File: src/hw/rtl/offset_calibrated_beam_detector_defines.svh
// Assertion macros for the beam detector RTL.
`ifndef OFFSET_CALIBRATED_BEAM_DETECTOR_DEFINES_SVH
`define OFFSET_CALIBRATED_BEAM_DETECTOR_DEFINES_SVH

// Same-cycle implication, checked on every rising clock edge outside reset.
`define OCBD_ASSERT_IMP(lbl, clk, rst_n, ante, cons) \
    lbl: assert property (@(posedge clk) disable iff (!(rst_n)) (ante) |-> (cons)) \
        else $error("assertion failed: same-cycle implication");

// Next-cycle implication, checked on every rising clock edge outside reset.
`define OCBD_ASSERT_NXT(lbl, clk, rst_n, ante, cons) \
    lbl: assert property (@(posedge clk) disable iff (!(rst_n)) (ante) |=> (cons)) \
        else $error("assertion failed: next-cycle implication");

`endif

File: src/hw/rtl/ocbd_pkg.sv
// Package with the constants, codes and types of the beam detector.
`default_nettype none

package ocbd_pkg;

    // Block configuration.
    localparam int CHANNELS    = 16;
    localparam int CAL_FRAMES  = 16;
    localparam int SAMPLE_BITS = 12;

    // Fixed field widths.
    localparam int CH_W   = 4;
    localparam int SMP_W  = 12;
    localparam int SUM_W  = 16;
    localparam int OFS_W  = 12;
    localparam int THR_W  = 13;
    localparam int CNT_W  = 6;
    localparam int DIFF_W = SMP_W + 2;

    // Channel memory address width.
    localparam int CH_AW = (CHANNELS > 1) ? $clog2(CHANNELS) : 1;

    // Effective sample width and its mask.
    localparam int SMP_EFF = (SAMPLE_BITS < SMP_W) ? SAMPLE_BITS : SMP_W;
    localparam logic [SMP_W-1:0] SMP_MASK = SMP_W'((33'd1 << SMP_EFF) - 33'd1);

    // Saturation limit of a channel sum.
    localparam logic [SUM_W-1:0] SUM_MAX = '1;

    // Calibration counter codes: all ones is the idle value (minus one).
    localparam logic [CNT_W-1:0] CNT_IDLE = '1;
    localparam logic [CNT_W-1:0] CNT_LOAD = CNT_W'(CAL_FRAMES);

    // Division of a sum by CAL_FRAMES as an exact reciprocal multiplication.
    localparam int DIV_SHIFT = SUM_W + $clog2(CAL_FRAMES);
    localparam int DIV_RW    = SUM_W + 1;
    localparam int PROD_W    = SUM_W + DIV_RW;
    localparam logic [DIV_RW-1:0] DIV_RECIP =
        DIV_RW'(((64'd1 << DIV_SHIFT) + 64'(CAL_FRAMES) - 64'd1) / 64'(CAL_FRAMES));

    // Configuration port.
    localparam int APB_AW = 3;
    localparam int APB_DW = 32;
    localparam int REG_IW = APB_AW - 2;
    localparam logic [REG_IW-1:0] REG_DETECT_THRESHOLD = REG_IW'(0);
    localparam logic [THR_W-1:0]  THR_RESET = THR_W'(256);

    // Stream widths.
    localparam int IN_TDATA_W  = 16;
    localparam int OUT_TDATA_W = 8;

    // Input operation codes.
    typedef enum logic {
        OP_SAMPLE    = 1'b0,
        OP_CAL_START = 1'b1
    } t_op;

    // One input item as it sits in the update stage.
    typedef struct packed {
        t_op              op;
        logic [CH_W-1:0]  ch;
        logic [SMP_W-1:0] smp;
        logic             fend;
    } t_item;

    // Outcome of the update stage for one item.
    typedef struct packed {
        logic             sum_we;
        logic [SUM_W-1:0] sum_wdata;
        logic             ofs_we;
        logic [OFS_W-1:0] ofs_wdata;
        logic             res_vld;
        logic             beam;
        logic             cal;
        logic [CNT_W-1:0] cnt_next;
    } t_upd;

endpackage

`default_nettype wire

File: src/hw/rtl/ocbd_ram.sv
// Generic single-write, single-read RAM with a registered read port.
`default_nettype none

module ocbd_ram #(
    parameter int WIDTH = 16,
    parameter int DEPTH = 16,
    localparam int AW = (DEPTH > 1) ? $clog2(DEPTH) : 1
) (
    input  wire logic             i_clk,
    input  wire logic             i_we,
    input  wire logic [AW-1:0]    i_waddr,
    input  wire logic [WIDTH-1:0] i_wdata,
    input  wire logic             i_re,
    input  wire logic [AW-1:0]    i_raddr,
    output logic      [WIDTH-1:0] o_rdata
);

    logic [WIDTH-1:0] r_mem [DEPTH];

    // Write port.
    always_ff @(posedge i_clk) begin
        if (i_we) begin
            r_mem[i_waddr] <= i_wdata;
        end
    end

    // Read port, old data on a same-address write.
    always_ff @(posedge i_clk) begin
        if (i_re) begin
            o_rdata <= r_mem[i_raddr];
        end
    end

endmodule

`default_nettype wire

File: src/hw/rtl/ocbd_cfg.sv
// APB register file holding the detection threshold.
`default_nettype none

module ocbd_cfg
    import ocbd_pkg::*;
(
    input  wire logic              i_clk,
    input  wire logic              i_rst_n,
    input  wire logic              psel,
    input  wire logic              penable,
    input  wire logic              pwrite,
    input  wire logic [APB_AW-1:0] paddr,
    input  wire logic [APB_DW-1:0] pwdata,
    output logic      [APB_DW-1:0] prdata,
    output logic                   pready,
    output logic      [THR_W-1:0]  o_thr
);

    logic [THR_W-1:0]  r_thr;
    logic [REG_IW-1:0] w_idx;
    logic              w_wr;

    assign pready = 1'b1;
    assign w_idx  = paddr[APB_AW-1:2];
    assign w_wr   = psel && penable && pwrite && pready;

    // Register write in the access cycle.
    always_ff @(posedge i_clk) begin
        if (!i_rst_n) begin
            r_thr <= THR_RESET;
        end else if (w_wr && (w_idx == REG_DETECT_THRESHOLD)) begin
            r_thr <= pwdata[THR_W-1:0];
        end
    end

    // Read decode; the threshold reads back sign-extended.
    always_comb begin
        unique case (w_idx)
            REG_DETECT_THRESHOLD: prdata = APB_DW'($signed(r_thr));
            default:              prdata = '0;
        endcase
    end

    assign o_thr = r_thr;

endmodule

`default_nettype wire

File: src/hw/rtl/ocbd_calc.sv
// Update stage arithmetic: sum accumulation, offset division and threshold compare.
`default_nettype none

module ocbd_calc
    import ocbd_pkg::*;
(
    input  wire t_item              i_item,
    input  wire logic [CNT_W-1:0]   i_cnt,
    input  wire logic [THR_W-1:0]   i_thr,
    input  wire logic [SUM_W-1:0]   i_sum,
    input  wire logic [OFS_W-1:0]   i_ofs,
    output t_upd                    o_upd
);

    logic              w_in_range;
    logic              w_is_smp;
    logic              w_cnt_pos;
    logic              w_cnt_zero;
    logic              w_cnt_idle;
    logic [SUM_W:0]    w_sum_add;
    logic [SUM_W-1:0]  w_sum_sat;
    logic [PROD_W-1:0] w_prod;
    logic [OFS_W-1:0]  w_quot;
    logic [OFS_W-1:0]  w_ofs_use;
    logic signed [DIFF_W-1:0] w_diff;
    logic signed [DIFF_W-1:0] w_thr_ext;

    // Counter decode: all ones means idle; a set top bit never counts as positive.
    assign w_cnt_idle = (i_cnt == CNT_IDLE);
    assign w_cnt_zero = (i_cnt == '0);
    assign w_cnt_pos  = !i_cnt[CNT_W-1] && !w_cnt_zero;

    assign w_in_range = (int'(i_item.ch) < CHANNELS);
    assign w_is_smp   = (i_item.op == OP_SAMPLE) && w_in_range;

    // Saturating accumulation of the sample.
    assign w_sum_add = {1'b0, i_sum} + (SUM_W + 1)'(i_item.smp);
    assign w_sum_sat = w_sum_add[SUM_W] ? SUM_MAX : w_sum_add[SUM_W-1:0];

    // Sum divided by the frame count, low bits of the quotient kept.
    assign w_prod = PROD_W'(i_sum) * PROD_W'(DIV_RECIP);
    assign w_quot = w_prod[DIV_SHIFT +: OFS_W];

    // In the last calibration frame the fresh offset is used at once.
    assign w_ofs_use = w_cnt_zero ? w_quot : i_ofs;
    assign w_diff    = $signed(DIFF_W'(i_item.smp)) - $signed(DIFF_W'(w_ofs_use));
    assign w_thr_ext = DIFF_W'($signed(i_thr));

    always_comb begin
        o_upd           = '0;
        o_upd.sum_wdata = w_sum_sat;
        o_upd.ofs_wdata = w_quot;
        o_upd.sum_we    = w_is_smp && w_cnt_pos;
        o_upd.ofs_we    = w_is_smp && w_cnt_zero;
        o_upd.res_vld   = w_is_smp;
        o_upd.beam      = (w_diff >= w_thr_ext);
        o_upd.cal       = !w_cnt_idle;
        // Start loads the counter; a frame end steps it down towards idle.
        if (i_item.op == OP_CAL_START) begin
            o_upd.cnt_next = CNT_LOAD;
        end else if (i_item.fend && !w_cnt_idle) begin
            o_upd.cnt_next = CNT_W'(i_cnt - 1'b1);
        end else begin
            o_upd.cnt_next = i_cnt;
        end
    end

endmodule

`default_nettype wire

File: src/hw/rtl/offset_calibrated_beam_detector.sv
// Top level of the offset-calibrated beam detector.
//
// The detector takes one input beat per clock cycle unless a full, unready output holds
// it. The accepting edge registers the beat and reads the channel's sum and offset
// from two RAMs; the update stage then works out the update, and the edge on which it
// advances writes it back and loads the output register. That read-modify-write of the
// per-channel RAMs sets the rate: a result forwarded from the write of the previous
// beat lets the same channel follow in the very next cycle, so the block sustains one
// beat per cycle while the output is not stalled.
// Valid bits per channel stand for the zeroed sums after a start-calibration beat
// and for the zeroed state after reset, so there is no clearing pass.
// The threshold register at byte address 0 may be written only while the block is idle.
`default_nettype none

`include "offset_calibrated_beam_detector_defines.svh"

module offset_calibrated_beam_detector
    import ocbd_pkg::*;
(
    input  wire logic                   i_clk,
    input  wire logic                   i_rst_n,
    // APB configuration port
    input  wire logic                   psel,
    input  wire logic                   penable,
    input  wire logic                   pwrite,
    input  wire logic [APB_AW-1:0]      paddr,
    input  wire logic [APB_DW-1:0]      pwdata,
    output logic      [APB_DW-1:0]      prdata,
    output logic                        pready,
    // Input stream
    input  wire logic                   s_axis_tvalid,
    output logic                        s_axis_tready,
    input  wire logic [IN_TDATA_W-1:0]  s_axis_tdata,  // [3:0] channel, [15:4] sample
    input  wire logic                   s_axis_tuser,  // [0] op
    input  wire logic                   s_axis_tlast,  // frame_end
    // Result stream
    output logic                        m_axis_tvalid,
    input  wire logic                   m_axis_tready,
    output logic      [OUT_TDATA_W-1:0] m_axis_tdata,  // [3:0] out_channel, [4] beam_state
    output logic                        m_axis_tuser   // [0] calibrating
);

    logic [THR_W-1:0]    w_thr;
    logic                w_acc;
    logic                w_adv;
    t_item               w_in_item;
    t_upd                w_upd;

    logic                r_s1_vld;
    t_item               r_s1;
    logic [CNT_W-1:0]    r_cnt;
    logic [CHANNELS-1:0] r_sum_vld;
    logic [CHANNELS-1:0] r_ofs_vld;

    logic                r_fsum_vld;
    logic [CH_AW-1:0]    r_fsum_addr;
    logic [SUM_W-1:0]    r_fsum_data;
    logic                r_fofs_vld;
    logic [CH_AW-1:0]    r_fofs_addr;
    logic [OFS_W-1:0]    r_fofs_data;

    logic                r_out_vld;
    logic [CH_W-1:0]     r_out_ch;
    logic                r_out_beam;
    logic                r_out_cal;

    logic [CH_AW-1:0]    w_raddr;
    logic [CH_AW-1:0]    w_s1_addr;
    logic [SUM_W-1:0]    w_sum_rd;
    logic [OFS_W-1:0]    w_ofs_rd;
    logic [SUM_W-1:0]    w_sum_cur;
    logic [OFS_W-1:0]    w_ofs_cur;

    // Configuration registers.
    ocbd_cfg u_cfg (
        .i_clk   (i_clk),
        .i_rst_n (i_rst_n),
        .psel    (psel),
        .penable (penable),
        .pwrite  (pwrite),
        .paddr   (paddr),
        .pwdata  (pwdata),
        .prdata  (prdata),
        .pready  (pready),
        .o_thr   (w_thr)
    );

    // Handshake: the update stage advances unless its result finds the output full.
    assign w_adv = r_s1_vld && (!w_upd.res_vld || !r_out_vld || m_axis_tready);
    assign s_axis_tready = !r_s1_vld || w_adv;
    assign w_acc = s_axis_tvalid && s_axis_tready;

    // Input beat unpacked, sample masked to its used width.
    always_comb begin
        w_in_item.op   = t_op'(s_axis_tuser);
        w_in_item.ch   = s_axis_tdata[CH_W-1:0];
        w_in_item.smp  = s_axis_tdata[CH_W +: SMP_W] & SMP_MASK;
        w_in_item.fend = s_axis_tlast;
    end

    assign w_raddr   = CH_AW'(w_in_item.ch);
    assign w_s1_addr = CH_AW'(r_s1.ch);

    // Per-channel state memories, read as a beat is accepted.
    ocbd_ram #(.WIDTH(SUM_W), .DEPTH(CHANNELS)) u_sum_ram (
        .i_clk   (i_clk),
        .i_we    (w_adv && w_upd.sum_we),
        .i_waddr (w_s1_addr),
        .i_wdata (w_upd.sum_wdata),
        .i_re    (w_acc),
        .i_raddr (w_raddr),
        .o_rdata (w_sum_rd)
    );

    ocbd_ram #(.WIDTH(OFS_W), .DEPTH(CHANNELS)) u_ofs_ram (
        .i_clk   (i_clk),
        .i_we    (w_adv && w_upd.ofs_we),
        .i_waddr (w_s1_addr),
        .i_wdata (w_upd.ofs_wdata),
        .i_re    (w_acc),
        .i_raddr (w_raddr),
        .o_rdata (w_ofs_rd)
    );

    // Current entry: forwarded write first, then valid memory data, else zero.
    always_comb begin
        if (r_fsum_vld && (r_fsum_addr == w_s1_addr)) begin
            w_sum_cur = r_fsum_data;
        end else if (r_sum_vld[w_s1_addr]) begin
            w_sum_cur = w_sum_rd;
        end else begin
            w_sum_cur = '0;
        end
        if (r_fofs_vld && (r_fofs_addr == w_s1_addr)) begin
            w_ofs_cur = r_fofs_data;
        end else if (r_ofs_vld[w_s1_addr]) begin
            w_ofs_cur = w_ofs_rd;
        end else begin
            w_ofs_cur = '0;
        end
    end

    // Update arithmetic.
    ocbd_calc u_calc (
        .i_item (r_s1),
        .i_cnt  (r_cnt),
        .i_thr  (w_thr),
        .i_sum  (w_sum_cur),
        .i_ofs  (w_ofs_cur),
        .o_upd  (w_upd)
    );

    // Update stage holding register.
    always_ff @(posedge i_clk) begin
        if (!i_rst_n) begin
            r_s1_vld <= 1'b0;
        end else if (w_acc) begin
            r_s1_vld <= 1'b1;
        end else if (w_adv) begin
            r_s1_vld <= 1'b0;
        end
    end

    always_ff @(posedge i_clk) begin
        if (w_acc) begin
            r_s1 <= w_in_item;
        end
    end

    // Counter, valid bits and forwarding registers change as a beat completes.
    always_ff @(posedge i_clk) begin
        if (!i_rst_n) begin
            r_cnt      <= CNT_IDLE;
            r_sum_vld  <= '0;
            r_ofs_vld  <= '0;
            r_fsum_vld <= 1'b0;
            r_fofs_vld <= 1'b0;
        end else if (w_adv) begin
            r_cnt      <= w_upd.cnt_next;
            r_fsum_vld <= w_upd.sum_we;
            r_fofs_vld <= w_upd.ofs_we;
            if (r_s1.op == OP_CAL_START) begin
                r_sum_vld <= '0;
            end else if (w_upd.sum_we) begin
                r_sum_vld[w_s1_addr] <= 1'b1;
            end
            if (w_upd.ofs_we) begin
                r_ofs_vld[w_s1_addr] <= 1'b1;
            end
        end
    end

    always_ff @(posedge i_clk) begin
        if (w_adv) begin
            r_fsum_addr <= w_s1_addr;
            r_fsum_data <= w_upd.sum_wdata;
            r_fofs_addr <= w_s1_addr;
            r_fofs_data <= w_upd.ofs_wdata;
        end
    end

    // Output register.
    always_ff @(posedge i_clk) begin
        if (!i_rst_n) begin
            r_out_vld <= 1'b0;
        end else if (w_adv && w_upd.res_vld) begin
            r_out_vld <= 1'b1;
        end else if (m_axis_tready) begin
            r_out_vld <= 1'b0;
        end
    end

    always_ff @(posedge i_clk) begin
        if (w_adv && w_upd.res_vld) begin
            r_out_ch   <= r_s1.ch;
            r_out_beam <= w_upd.beam;
            r_out_cal  <= w_upd.cal;
        end
    end

    assign m_axis_tvalid = r_out_vld;
    assign m_axis_tdata  = OUT_TDATA_W'({r_out_beam, r_out_ch});
    assign m_axis_tuser  = r_out_cal;

    // Sums change only while the counter counts calibration frames.
    `OCBD_ASSERT_IMP(a_sum_wr_cal, i_clk, i_rst_n, w_adv && w_upd.sum_we,
        !r_cnt[CNT_W-1] && (r_cnt != '0))
    // Offsets change only in the last calibration frame.
    `OCBD_ASSERT_IMP(a_ofs_wr_last, i_clk, i_rst_n, w_adv && w_upd.ofs_we, r_cnt == '0)
    // A completed start beat loads the counter.
    `OCBD_ASSERT_NXT(a_start_load, i_clk, i_rst_n, w_adv && (r_s1.op == OP_CAL_START),
        r_cnt == CNT_LOAD)
    // A completed start beat leaves every sum cleared.
    `OCBD_ASSERT_NXT(a_start_clear, i_clk, i_rst_n, w_adv && (r_s1.op == OP_CAL_START),
        (r_sum_vld == '0) && !r_fsum_vld)

endmodule

`default_nettype wire
File: config.mk
export PLATFORM = sky130hd
export DESIGN_NAME = offset_calibrated_beam_detector
export DESIGN_NICKNAME = d
export VERILOG_FILES = /design/src/hw/rtl/ocbd_pkg.sv /design/src/hw/rtl/ocbd_ram.sv /design/src/hw/rtl/ocbd_cfg.sv /design/src/hw/rtl/ocbd_calc.sv /design/src/hw/rtl/offset_calibrated_beam_detector.sv
export VERILOG_INCLUDE_DIRS = /design/src /design/src/hw/rtl
export SDC_FILE = /design/constraint.sdc
export NUM_CORES = 1
export LEC_CHECK = 0
export BUFFER_PORTS_ARGS = -buffer_cell sky130_fd_sc_hd__buf_4
export CORE_UTILIZATION = 35
export CTS_CLUSTER_DIAMETER = 30
export CTS_CLUSTER_SIZE = 10
export DETAILED_ROUTE_END_ITERATION = 7
export GPL_TIMING_DRIVEN = 0
export PLACE_DENSITY = 0.62
export SYNTH_ARGS = -nofsm -noshare
export SYNTH_HDL_FRONTEND = slang
export SYNTH_SLANG_ARGS = --single-unit
File: constraint.sdc
create_clock -name i_clk -period 14.2 [get_ports i_clk]
set_clock_uncertainty 0.05 [all_clocks]
set_input_delay 2.84 -clock i_clk [delete_from_list [all_inputs] [get_ports i_clk]]
set_output_delay 2.84 -clock i_clk [all_outputs]
set_load 0.005 [all_outputs]
==> impl_results.md <==
* Status: finished, final reports clean
* Reg2reg start: w_s1_addr[2]
* PwrDens at 156 nW/um^2
* Global-route wire length before repair at 86800 um
* Setup Fix Bufs, Post-CTS at 0
* Max frequency at 142 MHz
* I/O pin count at 104
* Crit-path most repeated cell: buf_4
* Longest Clk Path Bufs at 3
* Dpl ws at 7140 ps
* Worst path slowest cell: nor2_1
* Synth Register Bits at 587
* Vias/cell at 5.26
* CTS tree: done
* Max-slew headroom at 0.118
* CTS root buf: clkbuf_16
* Clk sinks at 587
* Met2 WL post-DR at 29100 um
* Pins Over Slew Limit at 0
* Critical Path Source Type: input port
* Core Box Area at 67400 um^2
* TritonCTS Buffers at 109
* Synth-to-layout area growth at 24.9%
* Cell Chain, Critical Path: buf_4 > nor2_1 > buf_4 > buf_4
* M1 wire length at 24200 um
* Synth Area in Compound Gates at 0.0420
* Syn Std Cell Area at 23900 um^2
* Initial Util at 0.355
* Number of synthesized flops with an enable pin at 532
* Via count at 13135
* Placed instance count at 2293
* Final setup violation count at 0
* Tcrit/Tclk final at 0.497
* Worst Setup SP: paddr[2]
* Worst endpoint required time at 11310 ps
* Grt total ovfl at 0
* Row count at 95
* Cells after Synth at 1314
* Largest area contributor in the netlist: edfxtp_1
* Die ar. at 69400 um^2
* MaxCap Viol Count at 0
* Post-Synth Adder-Cell Area at 0.0226
* Initial antenna violation count at 0
* Vias in the first global route at 13640
* Die extent in x at 263 um
* Port bufs at 78
* Final setup margin at 7140 ps
* Arr. time, crit path at 4170 ps
* Leading register cell type out of synthesis: edfxtp_1
* Fin crit period at 7060 ps
* Worst Setup End Kind: output port
* DR iter-0 viols at 1169
* Synth warn at 0
* Mux cell area share after synthesis at 0.142
* Worst-path fanout max at 20
* Maximum VDD drop at 0.104 mV
* ANT cells at 0
* Drt pass-1 iters at 5
* Non-Filler Instances at 2497
* Pleak at 10.4 nW
* Simple-gate share of the synthesized area at 0.0480
* Die height at 263 um
* Worst-Margin Slew at 1310 ps
* Post-route ant nets at 0
* Setup TNS after final layout at 0 ps
* Library cells used by synthesis at 54
* RSZ-0062 raised after global routing: no
* Synth area leaders: edfxtp_1, mux4_2, dfxtp_1, ha_1, nand2_1
* Avg Synthesized Cell Area at 18.2 um^2
* DR DRC count at 0
* Post-CTS resize count at 0
* Max layer used: met4
* Area of the multi-input gates at 6440 um^2
* Post-synthesis xor/xnor area fraction at 0.00916
* Area occupied by registers at 17100 um^2
* CTS Hold Bufs at 0
* Top cell type's share of synthesized area at 0.668
* Clock Pin Slew Worst Setup and Hold Paths at 50 ps
* Setup CP Type: input port to output port
* Async set or reset register ratio after synthesis at 0
* # H-tree levels at 3
* Largest family of logic cells by synthesized area: multiplexers
* Final RePlAce weighted congestion at 0.812
* Worst hold path class: flop to flop
* Post-synthesis sequential area ratio at 0.714
* Worst path max stage delay at 850 ps
* Final Power at 0.00464 W
* GRT Util Overall at 0.171
* DP HPWL at 39100 um
* Hold Violations, Final at 0
* WL final at 59000 um
* Worst hold start: r_sum_vld[5]
* Fillers at 5700
* WL met3 at 4100 um
* Post-layout nets at 1634
* Worst skew pair latency at 660 ps
* DR WL/cell at 23.6 um
* Share of cells above drive strength 1 at 0.318
* Largest net degree at the start of global routing at 34
==> power breakdown <==
| group | total (W) | switching [W] | leakage (nW) | internal [W] |
|---|---|---|---|---|
| sequential | 0.00190 | 0.00000974 | 5.61 | 0.00189 |
| clock | 0.00257 | 0.000889 | 1.79 | 0.00168 |
| combinational | 0.000167 | 0.0000939 | 3.03 | 0.0000727 |
| total | 0.00464 | 0.000993 | 10.4 | 0.00365 |
==> Yosys cell counts, types with 3 or more instances <==
cell type	instances
a211oi_1	6
a21boi_0	13
a21o_1	4
a21oi_1	46
a22o_1	4
a31oi_1	4
and2_1	6
and3_1	7
buf_1	9
buf_2	16
buf_4	25
clkbuf_1	33
dfxtp_1	55
edfxtp_1	532
ha_1	40
inv_1	23
mux2i_1	3
mux4_2	149
nand2_1	85
nand2b_1	10
nand3_1	33
nand3b_1	3
nand4_1	5
nor2_1	60
nor2b_1	11
nor3_1	15
o211ai_1	5
o21a_1	40
o21ai_0	15
xnor2_1	12
xor2_1	13
==> critical path: cells and delay by family <==
| kind | cells | cell delay [ps] |
|---|---|---|
| AND/OR/NAND/NOR | 1 | 850 |
| buffers and inverters | 3 | 480 |
==> cell type report <==
class	count	share of cell area
timing repair buffer	105	0.0326
clock inverter	81	0.0289
inverter	23	0.00289
buffer	84	0.0146
sequential	587	0.572
multi-input combinational	622	0.216
clock buffer	122	0.0965
tap	873	0.0366
==> layout by cell type (no fill, tap or decap), drive strengths merged, types with 4 or more instances in the layout <==
master	instances
a211oi	6
a21boi	15
a21o	4
a21oi	46
a22o	4
a31oi	4
and2	7
and3	7
buf	156
bufinv	12
clkbuf	155
clkinv	44
clkinvlp	14
conb	4
dfxtp	55
edfxtp	532
ha	40
inv	34
mux4	149
nand2	85
nand2b	11
nand3	33
nand4	5
nor2	60
nor2b	11
nor3	15
o211ai	5
o21a	40
o21ai	18
xnor2	12
xor2	13
==> routing by layer <==
metal	vias up	GRT usage
li1	5700	-
met4	0	0.0665
met3	116	0.0398
met2	489	0.283
met5	-	0
met1	6830	0.217
==> worst paths after layout <==
| kind | to | slack [ps] | cells past startpoint |
|---|---|---|---|
| setup / recovery | prdata[17] | 7140 | 4 |
| hold / removal | r_sum_vld[5] | 410 | 1 |
| setup reg to reg | r_out_beam | 7750 | 23 |
| hold reg to reg | r_sum_vld[5] | 410 | 1 |
==> kinds of logic after synthesis <==
family | after synthesis
AOI/OAI and AO/OA | 153
xor gates and xnor gates | 25
adders and majority gates | 42
buffers and inverters | 107
DFF | 587
muxes | 152
other | 2
and+or+nand+nor | 246
==> sequential cells by signal, indices dropped and copies added, names as in the netlist, 4 cells and up <==
name               flops
r_ofs_vld             16
w_s1_addr              4
r_cnt                  6
u_cfg.o_thr           13
r_sum_vld             16
r_out_ch               4
r_s1                  14
u_ofs_ram.r_mem      192
u_ofs_ram.o_rdata     12
u_sum_ram.r_mem      256
r_fofs_data           12
r_fsum_data           16
u_sum_ram.o_rdata     16
r_fofs_addr            4
==> metrics by stage <==
step,util,instance area (um^2),hold WS (ps)
after global placement,0.380,25600,391
final,0.443,29900,410
after CTS,0.443,29800,413
after floorplan,-,23900,385
after detailed placement,0.387,26100,402
after global routing,0.443,29900,421
Power figures use the tool's default switching activity.
